[src/hw/rtl/tsct_pkg.sv]
// Package for the TCP server connection tracker.
// Types, codes and sizes shared by the interfaces and all modules.
`timescale 1ns / 1ps
package tsct_pkg;
  localparam int CONN_ENTRIES = 16;
  localparam int IDX_W = $clog2(CONN_ENTRIES);
  localparam int CNT_W = $clog2(CONN_ENTRIES + 1);

  localparam logic [7:0] FL_FIN = 8'h01;
  localparam logic [7:0] FL_SYN = 8'h02;
  localparam logic [7:0] FL_PSH = 8'h08;
  localparam logic [7:0] FL_ACK = 8'h10;

  localparam logic [2:0] ST_SYN_RCVD = 3'd1;
  localparam logic [2:0] ST_ESTABLISHED = 3'd2;
  localparam logic [2:0] ST_CLOSE_WAIT = 3'd3;
  localparam logic [2:0] ST_LAST_ACK = 3'd4;

  localparam logic [2:0] RS_HANDLED = 3'd0;
  localparam logic [2:0] RS_ACCEPTED = 3'd1;
  localparam logic [2:0] RS_FREED = 3'd2;
  localparam logic [2:0] RS_BAD_CSUM = 3'd3;
  localparam logic [2:0] RS_NO_MATCH = 3'd4;
  localparam logic [2:0] RS_TABLE_FULL = 3'd5;

  localparam logic [1:0] CFG_LISTEN_PORT = 2'd0;
  localparam logic [1:0] CFG_LISTEN_ENABLE = 2'd1;
  localparam logic [1:0] CFG_WINDOW = 2'd2;

  typedef struct packed {
    logic        action;
    logic [3:0]  conn_index;
    logic [31:0] src_ip;
    logic [31:0] dst_ip;
    logic [15:0] sport;
    logic [15:0] dport;
    logic [31:0] seq_num;
    logic [31:0] ack_num;
    logic [7:0]  flags;
    logic [15:0] payload_length;
    logic        checksum_ok;
    logic [31:0] initial_seq;
  } seg_t;

  typedef struct packed {
    logic [2:0]  status;
    logic [3:0]  conn_index_res;
    logic        reply_valid;
    logic [7:0]  reply_flags;
    logic [31:0] reply_seq;
    logic [31:0] reply_ack;
    logic [15:0] reply_src_port;
    logic [15:0] reply_dst_port;
    logic [15:0] reply_window;
    logic        deliver_valid;
    logic [15:0] deliver_length;
    logic        last;
  } res_t;

  typedef struct packed {
    logic [31:0] remote_addr;
    logic [31:0] local_addr;
    logic [15:0] remote_port;
    logic [15:0] local_port;
    logic [2:0]  conn_state;
    logic [31:0] send_next;
    logic [31:0] receive_next;
  } entry_t;
endpackage

[src/hw/rtl/tsct_seg_if.sv]
// Valid/ready channel interfaces for segment words and result words.
// Depends on tsct_pkg.
`timescale 1ns / 1ps
interface tsct_seg_if import tsct_pkg::*; (input logic clk);
  logic valid;
  logic ready;
  seg_t data;
  modport source (output valid, output data, input ready);
  modport sink (input valid, input data, output ready);
endinterface

interface tsct_res_if import tsct_pkg::*; (input logic clk);
  logic valid;
  logic ready;
  res_t data;
  modport source (output valid, output data, input ready);
  modport sink (input valid, input data, output ready);
endinterface

[src/hw/rtl/tsct_table_ram.sv]
// Connection table memory, one write and one registered read port.
// Depends on tsct_pkg.
`timescale 1ns / 1ps
module tsct_table_ram import tsct_pkg::*; (
  input  logic             clk,
  input  logic             we,
  input  logic [IDX_W-1:0] waddr,
  input  entry_t           wdata,
  input  logic [IDX_W-1:0] raddr,
  output entry_t           rdata
);
  entry_t mem [CONN_ENTRIES];

  always_ff @(posedge clk) begin
    if (we) begin
      mem[waddr] <= wdata;
    end
    rdata <= mem[raddr];
  end
endmodule

[src/hw/rtl/tcp_server_connection_tracker.sv]
// TCP server connection tracker, top level.
// Depends on tsct_pkg, tsct_seg_if/tsct_res_if and tsct_table_ram.
//
// Usage: segment and close words enter on seg (valid/ready); one or two
// result words leave on res, the final one carrying last. The user sets registers
// through cfg_we/cfg_index/cfg_data while the block is idle; the block does not enforce this.
// One item is processed at a time. A segment scans the table one entry per
// cycle through the single read port of the table memory, then reads and
// updates the matched or allocated entry. A close item reads its indexed entry
// without a scan; a bad checksum or a close of a free entry goes straight to
// its result word.
// Entry valid bits live in flip-flops; reset clears them and the registers
// at once, no clearing pass. The table contents are undefined until written.
// When res is stalled the result word holds and no new item is taken.
`timescale 1ns / 1ps
module tcp_server_connection_tracker import tsct_pkg::*; (
  input  logic        clk,
  input  logic        rst,
  tsct_seg_if.sink    seg,
  tsct_res_if.source  res,
  input  logic        cfg_we,
  input  logic [1:0]  cfg_index,
  input  logic [15:0] cfg_data
);
  localparam logic [2:0] S_IDLE = 3'd0;
  localparam logic [2:0] S_SCAN = 3'd1;
  localparam logic [2:0] S_READ = 3'd2;
  localparam logic [2:0] S_EXEC = 3'd3;
  localparam logic [2:0] S_OUT1 = 3'd4;
  localparam logic [2:0] S_OUT2 = 3'd5;

  logic [2:0] state;
  logic [15:0] listen_port;
  logic listen_enable;
  logic [15:0] window;
  logic [CONN_ENTRIES-1:0] entry_valid;
  seg_t item;
  logic [CNT_W-1:0] scan;
  logic scan_rd;
  logic [IDX_W-1:0] scan_idx;
  logic found;
  logic [IDX_W-1:0] hit;
  res_t r1, r2;
  logic two;

  logic we;
  logic [IDX_W-1:0] waddr, raddr;
  entry_t wdata, rdata;

  tsct_table_ram u_ram (.clk(clk), .we(we), .waddr(waddr), .wdata(wdata),
    .raddr(raddr), .rdata(rdata));

  assign seg.ready = (state == S_IDLE);
  assign res.valid = (state == S_OUT1) || (state == S_OUT2);
  assign res.data = (state == S_OUT2) ? r2 : r1;

  always_comb begin
    raddr = scan[IDX_W-1:0];
    if (state == S_READ) begin
      raddr = hit;
    end
  end

  function automatic res_t mk(logic [2:0] st, logic [IDX_W-1:0] idx, logic [7:0] fl,
    logic [31:0] sq, logic [31:0] ak, logic [15:0] lp, logic [15:0] rp,
    logic dv, logic [15:0] dl, logic [15:0] win, logic lst);
    res_t r;
    r.status = st;
    r.conn_index_res = 4'(idx);
    r.reply_valid = (fl != 8'd0);
    r.reply_flags = fl;
    r.reply_seq = r.reply_valid ? sq : 32'd0;
    r.reply_ack = r.reply_valid ? ak : 32'd0;
    r.reply_src_port = r.reply_valid ? lp : 16'd0;
    r.reply_dst_port = r.reply_valid ? rp : 16'd0;
    r.reply_window = r.reply_valid ? win : 16'd0;
    r.deliver_valid = dv;
    r.deliver_length = dv ? dl : 16'd0;
    r.last = lst;
    return r;
  endfunction

  logic [IDX_W-1:0] free_idx;
  logic free_any;
  always_comb begin
    free_idx = '0;
    free_any = 1'b0;
    for (int i = CONN_ENTRIES - 1; i >= 0; i--) begin
      if (!entry_valid[i]) begin
        free_idx = IDX_W'(i);
        free_any = 1'b1;
      end
    end
  end

  logic [31:0] rcv_a, rcv_b;
  assign rcv_a = rdata.receive_next + {16'd0, item.payload_length};
  assign rcv_b = ((item.flags & FL_PSH) != 8'd0) ? rcv_a + 32'd1
                                                 : rdata.receive_next + 32'd1;

  always_comb begin
    we = 1'b0;
    waddr = hit;
    wdata = rdata;
    if (state == S_EXEC) begin
      if (item.action) begin
        we = 1'b1;
        wdata.conn_state = ST_LAST_ACK;
      end else if (found) begin
        if (rdata.conn_state == ST_SYN_RCVD && (item.flags & FL_ACK) != 8'd0) begin
          we = 1'b1;
          wdata.conn_state = ST_ESTABLISHED;
        end else if (rdata.conn_state == ST_ESTABLISHED) begin
          if ((item.flags & FL_PSH) != 8'd0) begin
            we = 1'b1;
            wdata.receive_next = rcv_a;
            wdata.send_next = item.ack_num;
          end
          if ((item.flags & FL_FIN) != 8'd0) begin
            we = 1'b1;
            wdata.receive_next = rcv_b;
            wdata.send_next = item.ack_num;
            wdata.conn_state = ST_CLOSE_WAIT;
          end
        end
      end else begin
        we = listen_enable && item.dport == listen_port &&
             (item.flags & FL_SYN) != 8'd0 && free_any;
        waddr = free_idx;
        wdata.remote_addr = item.src_ip;
        wdata.local_addr = item.dst_ip;
        wdata.remote_port = item.sport;
        wdata.local_port = item.dport;
        wdata.conn_state = ST_SYN_RCVD;
        wdata.send_next = item.initial_seq + 32'd1;
        wdata.receive_next = item.seq_num + 32'd1;
      end
    end
  end

  always_ff @(posedge clk) begin
    if (rst) begin
      state <= S_IDLE;
      listen_port <= 16'd0;
      listen_enable <= 1'b0;
      window <= 16'hFFFF;
      entry_valid <= '0;
      scan <= '0;
      scan_rd <= 1'b0;
      found <= 1'b0;
    end else begin
      if (cfg_we) begin
        case (cfg_index)
          CFG_LISTEN_PORT: listen_port <= cfg_data;
          CFG_LISTEN_ENABLE: listen_enable <= cfg_data[0];
          CFG_WINDOW: window <= cfg_data;
          default: ;
        endcase
      end
      case (state)
        S_IDLE: begin
          if (seg.valid) begin
            item <= seg.data;
            found <= 1'b0;
            two <= 1'b0;
            if (seg.data.action) begin
              hit <= seg.data.conn_index[IDX_W-1:0];
              if (!entry_valid[seg.data.conn_index[IDX_W-1:0]]) begin
                r1 <= mk(RS_NO_MATCH, '0, 8'd0, '0, '0, '0, '0, 1'b0, '0, window, 1'b1);
                state <= S_OUT1;
              end else begin
                state <= S_READ;
              end
            end else if (!seg.data.checksum_ok) begin
              r1 <= mk(RS_BAD_CSUM, '0, 8'd0, '0, '0, '0, '0, 1'b0, '0, window, 1'b1);
              state <= S_OUT1;
            end else begin
              scan <= '0;
              scan_rd <= 1'b0;
              state <= S_SCAN;
            end
          end
        end
        S_SCAN: begin
          scan_rd <= (scan < CNT_W'(CONN_ENTRIES));
          scan_idx <= scan[IDX_W-1:0];
          if (scan < CNT_W'(CONN_ENTRIES)) begin
            scan <= scan + CNT_W'(1);
          end
          if (scan_rd && !found && entry_valid[scan_idx] &&
              rdata.remote_addr == item.src_ip && rdata.local_addr == item.dst_ip &&
              rdata.remote_port == item.sport && rdata.local_port == item.dport) begin
            found <= 1'b1;
            hit <= scan_idx;
          end
          if (!scan_rd && scan == CNT_W'(CONN_ENTRIES)) begin
            state <= S_READ;
          end
        end
        S_READ: state <= S_EXEC;
        S_EXEC: begin
          state <= S_OUT1;
          if (item.action) begin
            r1 <= mk(RS_HANDLED, hit, FL_FIN | FL_ACK, rdata.send_next, rdata.receive_next,
                     rdata.local_port, rdata.remote_port, 1'b0, '0, window, 1'b1);
          end else if (found) begin
            if (rdata.conn_state == ST_SYN_RCVD && (item.flags & FL_ACK) != 8'd0) begin
              r1 <= mk(RS_ACCEPTED, hit, 8'd0, '0, '0, '0, '0, 1'b0, '0, window, 1'b1);
            end else if (rdata.conn_state == ST_ESTABLISHED &&
                         (item.flags & FL_PSH) != 8'd0) begin
              r1 <= mk(RS_HANDLED, hit, FL_ACK, item.ack_num, rcv_a, rdata.local_port,
                       rdata.remote_port, 1'b1, item.payload_length, window,
                       (item.flags & FL_FIN) == 8'd0);
              two <= (item.flags & FL_FIN) != 8'd0;
              r2 <= mk(RS_HANDLED, hit, FL_ACK, item.ack_num, rcv_b, rdata.local_port,
                       rdata.remote_port, 1'b1, '0, window, 1'b1);
            end else if (rdata.conn_state == ST_ESTABLISHED &&
                         (item.flags & FL_FIN) != 8'd0) begin
              r1 <= mk(RS_HANDLED, hit, FL_ACK, item.ack_num, rcv_b, rdata.local_port,
                       rdata.remote_port, 1'b1, '0, window, 1'b1);
            end else if (rdata.conn_state == ST_LAST_ACK &&
                         (item.flags & FL_ACK) != 8'd0) begin
              entry_valid[hit] <= 1'b0;
              r1 <= mk(RS_FREED, hit, 8'd0, '0, '0, '0, '0, 1'b0, '0, window, 1'b1);
            end else begin
              r1 <= mk(RS_HANDLED, hit, 8'd0, '0, '0, '0, '0, 1'b0, '0, window, 1'b1);
            end
          end else if (listen_enable && item.dport == listen_port) begin
            if ((item.flags & FL_SYN) == 8'd0) begin
              r1 <= mk(RS_HANDLED, '0, 8'd0, '0, '0, '0, '0, 1'b0, '0, window, 1'b1);
            end else if (!free_any) begin
              r1 <= mk(RS_TABLE_FULL, '0, 8'd0, '0, '0, '0, '0, 1'b0, '0, window, 1'b1);
            end else begin
              entry_valid[free_idx] <= 1'b1;
              r1 <= mk(RS_HANDLED, free_idx, FL_SYN | FL_ACK, item.initial_seq,
                       item.seq_num + 32'd1, item.dport, item.sport, 1'b0, '0, window,
                       1'b1);
            end
          end else begin
            r1 <= mk(RS_NO_MATCH, '0, 8'd0, '0, '0, '0, '0, 1'b0, '0, window, 1'b1);
          end
        end
        S_OUT1: begin
          if (res.ready) begin
            state <= two ? S_OUT2 : S_IDLE;
          end
        end
        S_OUT2: begin
          if (res.ready) begin
            state <= S_IDLE;
          end
        end
        default: state <= S_IDLE;
      endcase
    end
  end
endmodule

[src/flat_wrapper.sv]
// flat-port wrapper written by rule: the top's interface ports become plain ports
module tcp_server_connection_tracker_flat import tsct_pkg::*;
  (clk, rst, cfg_we, cfg_index, cfg_data, seg_valid, seg_data, seg_ready, res_valid, res_data, res_ready);
  tsct_seg_if seg_i (.clk(clk));
  tsct_res_if res_i (.clk(clk));
  input  logic clk;
  input  logic rst;
  input  logic cfg_we;
  input  logic [1:0] cfg_index;
  input  logic [15:0] cfg_data;
  input wire logic [$bits(seg_i.valid)-1:0] seg_valid;
  input wire logic [$bits(seg_i.data)-1:0] seg_data;
  output wire logic [$bits(seg_i.ready)-1:0] seg_ready;
  output wire logic [$bits(res_i.valid)-1:0] res_valid;
  output wire logic [$bits(res_i.data)-1:0] res_data;
  input wire logic [$bits(res_i.ready)-1:0] res_ready;
  assign seg_i.valid = seg_valid;
  assign seg_i.data = seg_data;
  assign seg_ready = seg_i.ready;
  assign res_valid = res_i.valid;
  assign res_data = res_i.data;
  assign res_i.ready = res_ready;
  tcp_server_connection_tracker u_core (.clk(clk), .rst(rst), .seg(seg_i), .res(res_i), .cfg_we(cfg_we), .cfg_index(cfg_index), .cfg_data(cfg_data));
endmodule
[config.mk]
export PLATFORM = sky130hd
export DESIGN_NAME = tcp_server_connection_tracker_flat
export DESIGN_NICKNAME = d
export VERILOG_FILES = /design/src/hw/rtl/tsct_pkg.sv /design/src/hw/rtl/tsct_seg_if.sv /design/src/hw/rtl/tsct_table_ram.sv /design/src/hw/rtl/tcp_server_connection_tracker.sv /design/src/flat_wrapper.sv
export SDC_FILE = /design/constraint.sdc
export NUM_CORES = 2
export LEC_CHECK = 0
export ABC_AREA = 1
export BUFFER_PORTS_ARGS = -buffer_cell sky130_fd_sc_hd__buf_2
export CORE_ASPECT_RATIO = 1.25
export CORE_MARGIN = 2
export CORE_UTILIZATION = 35
export DETAILED_ROUTE_END_ITERATION = 10
export GPL_ROUTABILITY_DRIVEN = 0
export GPL_TIMING_DRIVEN = 0
export PLACE_DENSITY = 0.47
export REMOVE_ABC_BUFFERS = 1
export SYNTH_ARGS = -nofsm -noshare
export SYNTH_HDL_FRONTEND = slang
export SYNTH_SLANG_ARGS = --single-unit
[constraint.sdc]
create_clock -name clk -period 56.5 [get_ports clk]
set_clock_uncertainty 0.15 [all_clocks]
set_input_delay 8.475 -clock clk [delete_from_list [all_inputs] [get_ports clk]]
set_output_delay 8.475 -clock clk [all_outputs]
set_load 0.005 [all_outputs]
==> flow_results.org <==
** Logic synthesis
- In the post-synthesis netlist, the biggest area contributors are sky130_fd_sc_hd__edfxtp_1, sky130_fd_sc_hd__o21ai_0, sky130_fd_sc_hd__nor2_1.
- The number of different library cells used by synthesis comes to 70.
- For this run, the leading register cell type out of synthesis is sky130_fd_sc_hd__edfxtp_1.
- Number of synthesized flops with an enable pin :: 3086
- Warnings from Yosys :: 0
- The biggest area contributor in the post-synthesis netlist is sky130_fd_sc_hd__edfxtp_1.
- Gate Count Post-Synth :: 11200
- Synth Register Bits :: roughly 3300
- Area fraction of the dominant cell type after synthesis :: 0.689
- A synthesized cell averages 12.0 um^2.
- In the synthesized netlist the async set-or-reset flop fraction comes to 0.
- The cell area that synthesis handed to floorplanning was 134000 um^2.
- Sequential share of the synthesized area :: 0.722

** Drt
- The first routing iteration left approximately 9000 violations.
- Dividing the detail-routed wire length by the instance count gives approximately 26 um.
- In the routed layout, each cell is associated on average with a via count of 5.43.
- DRC violations left :: 0
- Wires add up to 443000 um.
- Via total after detailed routing :: 92700
- Before antenna repair, the detailed router went through 6 iterations.
- Post-detailed-route count of antenna-violating nets :: 0

** Setup path
- Critical path launch point type :: flop
- For this design, the slowest cell found on the critical path is sky130_fd_sc_hd__nor3_2.
- STA puts the critical path data arrival time at 4.18 ns.
- In this run the critical register-to-register path is launched from u_core.state[0]$_SDFFE_PP0P_.
- Ordered cell list for the critical path :: inv_1 > nor3_2 > buf_6 > buf_6 > buf_8 > inv_8 > buf_16 > nand2_1 > nand2_1 > buf_2
- Critical path capture point type :: output pin
- WS Path Type :: flop to output pin
- For the worst setup path, the data required time is 47.88 ns.
- Largest stage delay on the critical path :: 0.67 ns
- Of all nets on the critical path, the largest fanout is 88.
- Start point of the critical path :: u_core.state[2]$_SDFFE_PP0P_

** Finish
- Area taken by flip-flops and latches :: 97100 um^2
- Leaving out fill and tap cells, the most frequent cells in the layout are sky130_fd_sc_hd__edfxtp_1, sky130_fd_sc_hd__nor2_1, sky130_fd_sc_hd__o21ai_0.
- After routing the design area is 160000 um^2.
- NumNets Final :: 11900
- Area Overhead vs Synth :: 18.8%
- Most common library cell in the layout ignoring fill and taps :: sky130_fd_sc_hd__edfxtp_1
- Summing all multi-input logic gate instances after layout gives 33100 um^2.
- In the final layout, the share of cells above drive strength 1 is 0.126.
- Counting the fill cells in the layout gives about 35000.

** Place
- Placement-stage cell area :: 148000 um^2
- Count of input and output buffers :: 383
- The wire-length estimate of the detail-placed layout is 282000 um.
- At the placement stage, the worst setup path has a slack of 44.79 ns.

** Floorplanning
- Number of placement rows :: between 200 and 300
- Core ar. :: ~380000 um^2
- The die is 558 um wide.
- For this design the top-level I/O count stands at 393.
- The die covers approximately 400000 um^2.
- In this run the vertical extent of the chip is 697 um.
- Effective utilization at floorplan :: 0.351

** Timing
- The number of max-slew violations in the final report came to 0.
- In this run the tightest slew margin relative to its limit is 0.0667.
- Fraction of the cycle the final worst path needs :: 0.227
- The final number of hold-violating endpoints came to 0.
- Worst Setup Slack, final :: 43.70 ns
- Setup repair after global routing left no endpoint under its margin.
- Setup violations remaining at the end of the flow were counted as 0.
- Based on the critical path, the design can be clocked at up to 78.1 MHz.
- Adding up every negative setup slack in the final design gives 0 ns.
- Final Critical Period :: 12.80 ns
- For the pin with the worst max-slew slack, the measured transition is 1.40 ns.

** Pwr
- For this design the static power due to leakage is 54.3 nW.
- Total chip power :: 7.55 mW
- Pwr Density :: 47.2 nW/um^2
- Maximum vdd ir drop :: 36.3 uV

** Flow run
- The tool flagged a number of max-cap violations equal to 0.

** GRT
- Met2 layer usage reported by global route :: 0.371
- Grt met3 use :: 0.0323
- Pin count of the biggest net entering global routing :: 163
- Congestion Overflow GR :: 0
- Number of global-route vias before repair :: approximately 92000
- For met1 alone, demand over resource in global routing was 0.292.
- Global-route usage over all layers :: 0.221
- Number of antenna violations at the first check in global routing :: 28
- The layer flagged by global routing as most heavily used is met2.
- The first global-routing pass estimated 636000 um of wire.

** Worst hold path
- The min-delay analysis places its worst path in the category flop to flop.
- Start point of the worst min-delay path :: u_core.window[1]$_SDFFE_PP1P_

** Clock tree
- TritonCTS clock tree :: yes
- No sink is reached through more buffers than the 4 on the longest clock path.
- For the worst-skew pair, the clock arrives at the later sink with an insertion delay of 0.97 ns.
- Cts hold-fix bufs :: 0
- The tree is rooted in a sky130_fd_sc_hd__clkbuf_16.
- Clock buffers created by TritonCTS :: about 350
- CTS saw 3308 sinks.
- In this run, post-CTS repair resized a total of 0 instances.
- After clock tree synthesis, the clock-pin slew on the worst setup and hold paths is 0.06 ns.
- Total number of H-tree levels :: 5
- Buffer count from post-CTS setup fixing :: 0

** Status
- Run status :: complete, no violations
report_power, final:
group | internal, mW | switching [mW]
logic | 0.570 | 1.42
clock network | 1.35 | 0.976
registers | 3.13 | 0.111
total | 5.04 | 2.51
sequential cells by signal, summed over array words and instances (netlist names), 3 cells and up:
register,flops
u_core.state,3
u_core.r2,116
u_core.u_ram.rdata,163
u_core.entry_valid,16
u_core.scan,5
u_core.scan_idx,4
u_core.listen_port,16
u_core.r1,140
u_core.hit,4
u_core.u_ram.mem,2608
u_core.window,16
u_core.item,213
worst paths after layout:
check,slack (ns),cells past startpoint,to
setup reg to reg,48.76,18,u_core.u_ram.mem[12][145]$_DFFE_PP_
hold / removal,0.28,0,u_core.r2[19]$_DFFE_PP_
setup / recovery,43.70,10,res_data[60]
hold reg to reg,0.28,0,u_core.r2[19]$_DFFE_PP_
cells in the mapped netlist, drive strengths merged (4+ instances only):
| cell type | instances |
|---|---|
| nor4 | 27 |
| o211ai | 54 |
| a211oi | 10 |
| a21oi | 188 |
| nand3 | 268 |
| o221ai | 199 |
| nand4 | 52 |
| a22oi | 20 |
| a211o | 4 |
| clkbuf | 591 |
| nand2 | 1345 |
| nor2 | 1836 |
| mux2 | 4 |
| inv | 456 |
| buf | 109 |
| clkinv | 8 |
| edfxtp | 3086 |
| o22ai | 653 |
| xor2 | 71 |
| o21a | 10 |
| o21ai | 1817 |
| and2 | 7 |
| dfxtp | 222 |
| or2 | 23 |
| o2111ai | 4 |
| ha | 21 |
| nor3 | 67 |
| xnor2 | 20 |
| a31oi | 17 |
routing by layer:
| layer | up-vias | part of all wire |
|---|---|---|
| met3 | 707 | 0.061 |
| met2 | 3157 | 0.48 |
| met4 | 16 | 0.033 |
| li1 | 41700 | - |
| met5 | - | 0.00023 |
| met1 | 47000 | 0.42 |
cells by family after synthesis:
logic type,count (synthesis),share of synthesized area
compound gates,2996,0.126
xor+xnor,91,0.00604
fa+ha+maj,22,0.00210
buf+inv,1164,0.0336
flops,3308,0.722
mux,4,0.000335
other cells,1,0.0000279
simple gates,3636,0.110
stage by stage:
stage | hold WS [ns] | cells | utilization
5_1_grt | 0.290 | 17100 | 0.418
4_1_cts | 0.279 | 17100 | 0.417
3_3_place_gp | 0.264 | 16000 | 0.366
6_report | 0.279 | 17100 | 0.418
3_5_place_dp | 0.265 | 16400 | 0.387
2_1_floorplan | 0.258 | 10500 | -
worst max-delay path: cells and delay by family (launching register included):
family                 cells  cell delay [ns]
AND/OR/NAND/NOR            3             1.11
flip-flops                 1             0.49
buffers and inverters      7             1.32
area by class of cell:
class | count | share of cell area
inverters | 464 | 0.0112
diodes | 8 | 0.000125
multi-input cells | 6754 | 0.207
clock buffers | 465 | 0.0599
repair buffers | 778 | 0.0616
flip-flops and latches | 3308 | 0.608
clock inverters | 176 | 0.0119
well taps | 5120 | 0.0401
Power figures use the tool's default switching activity.
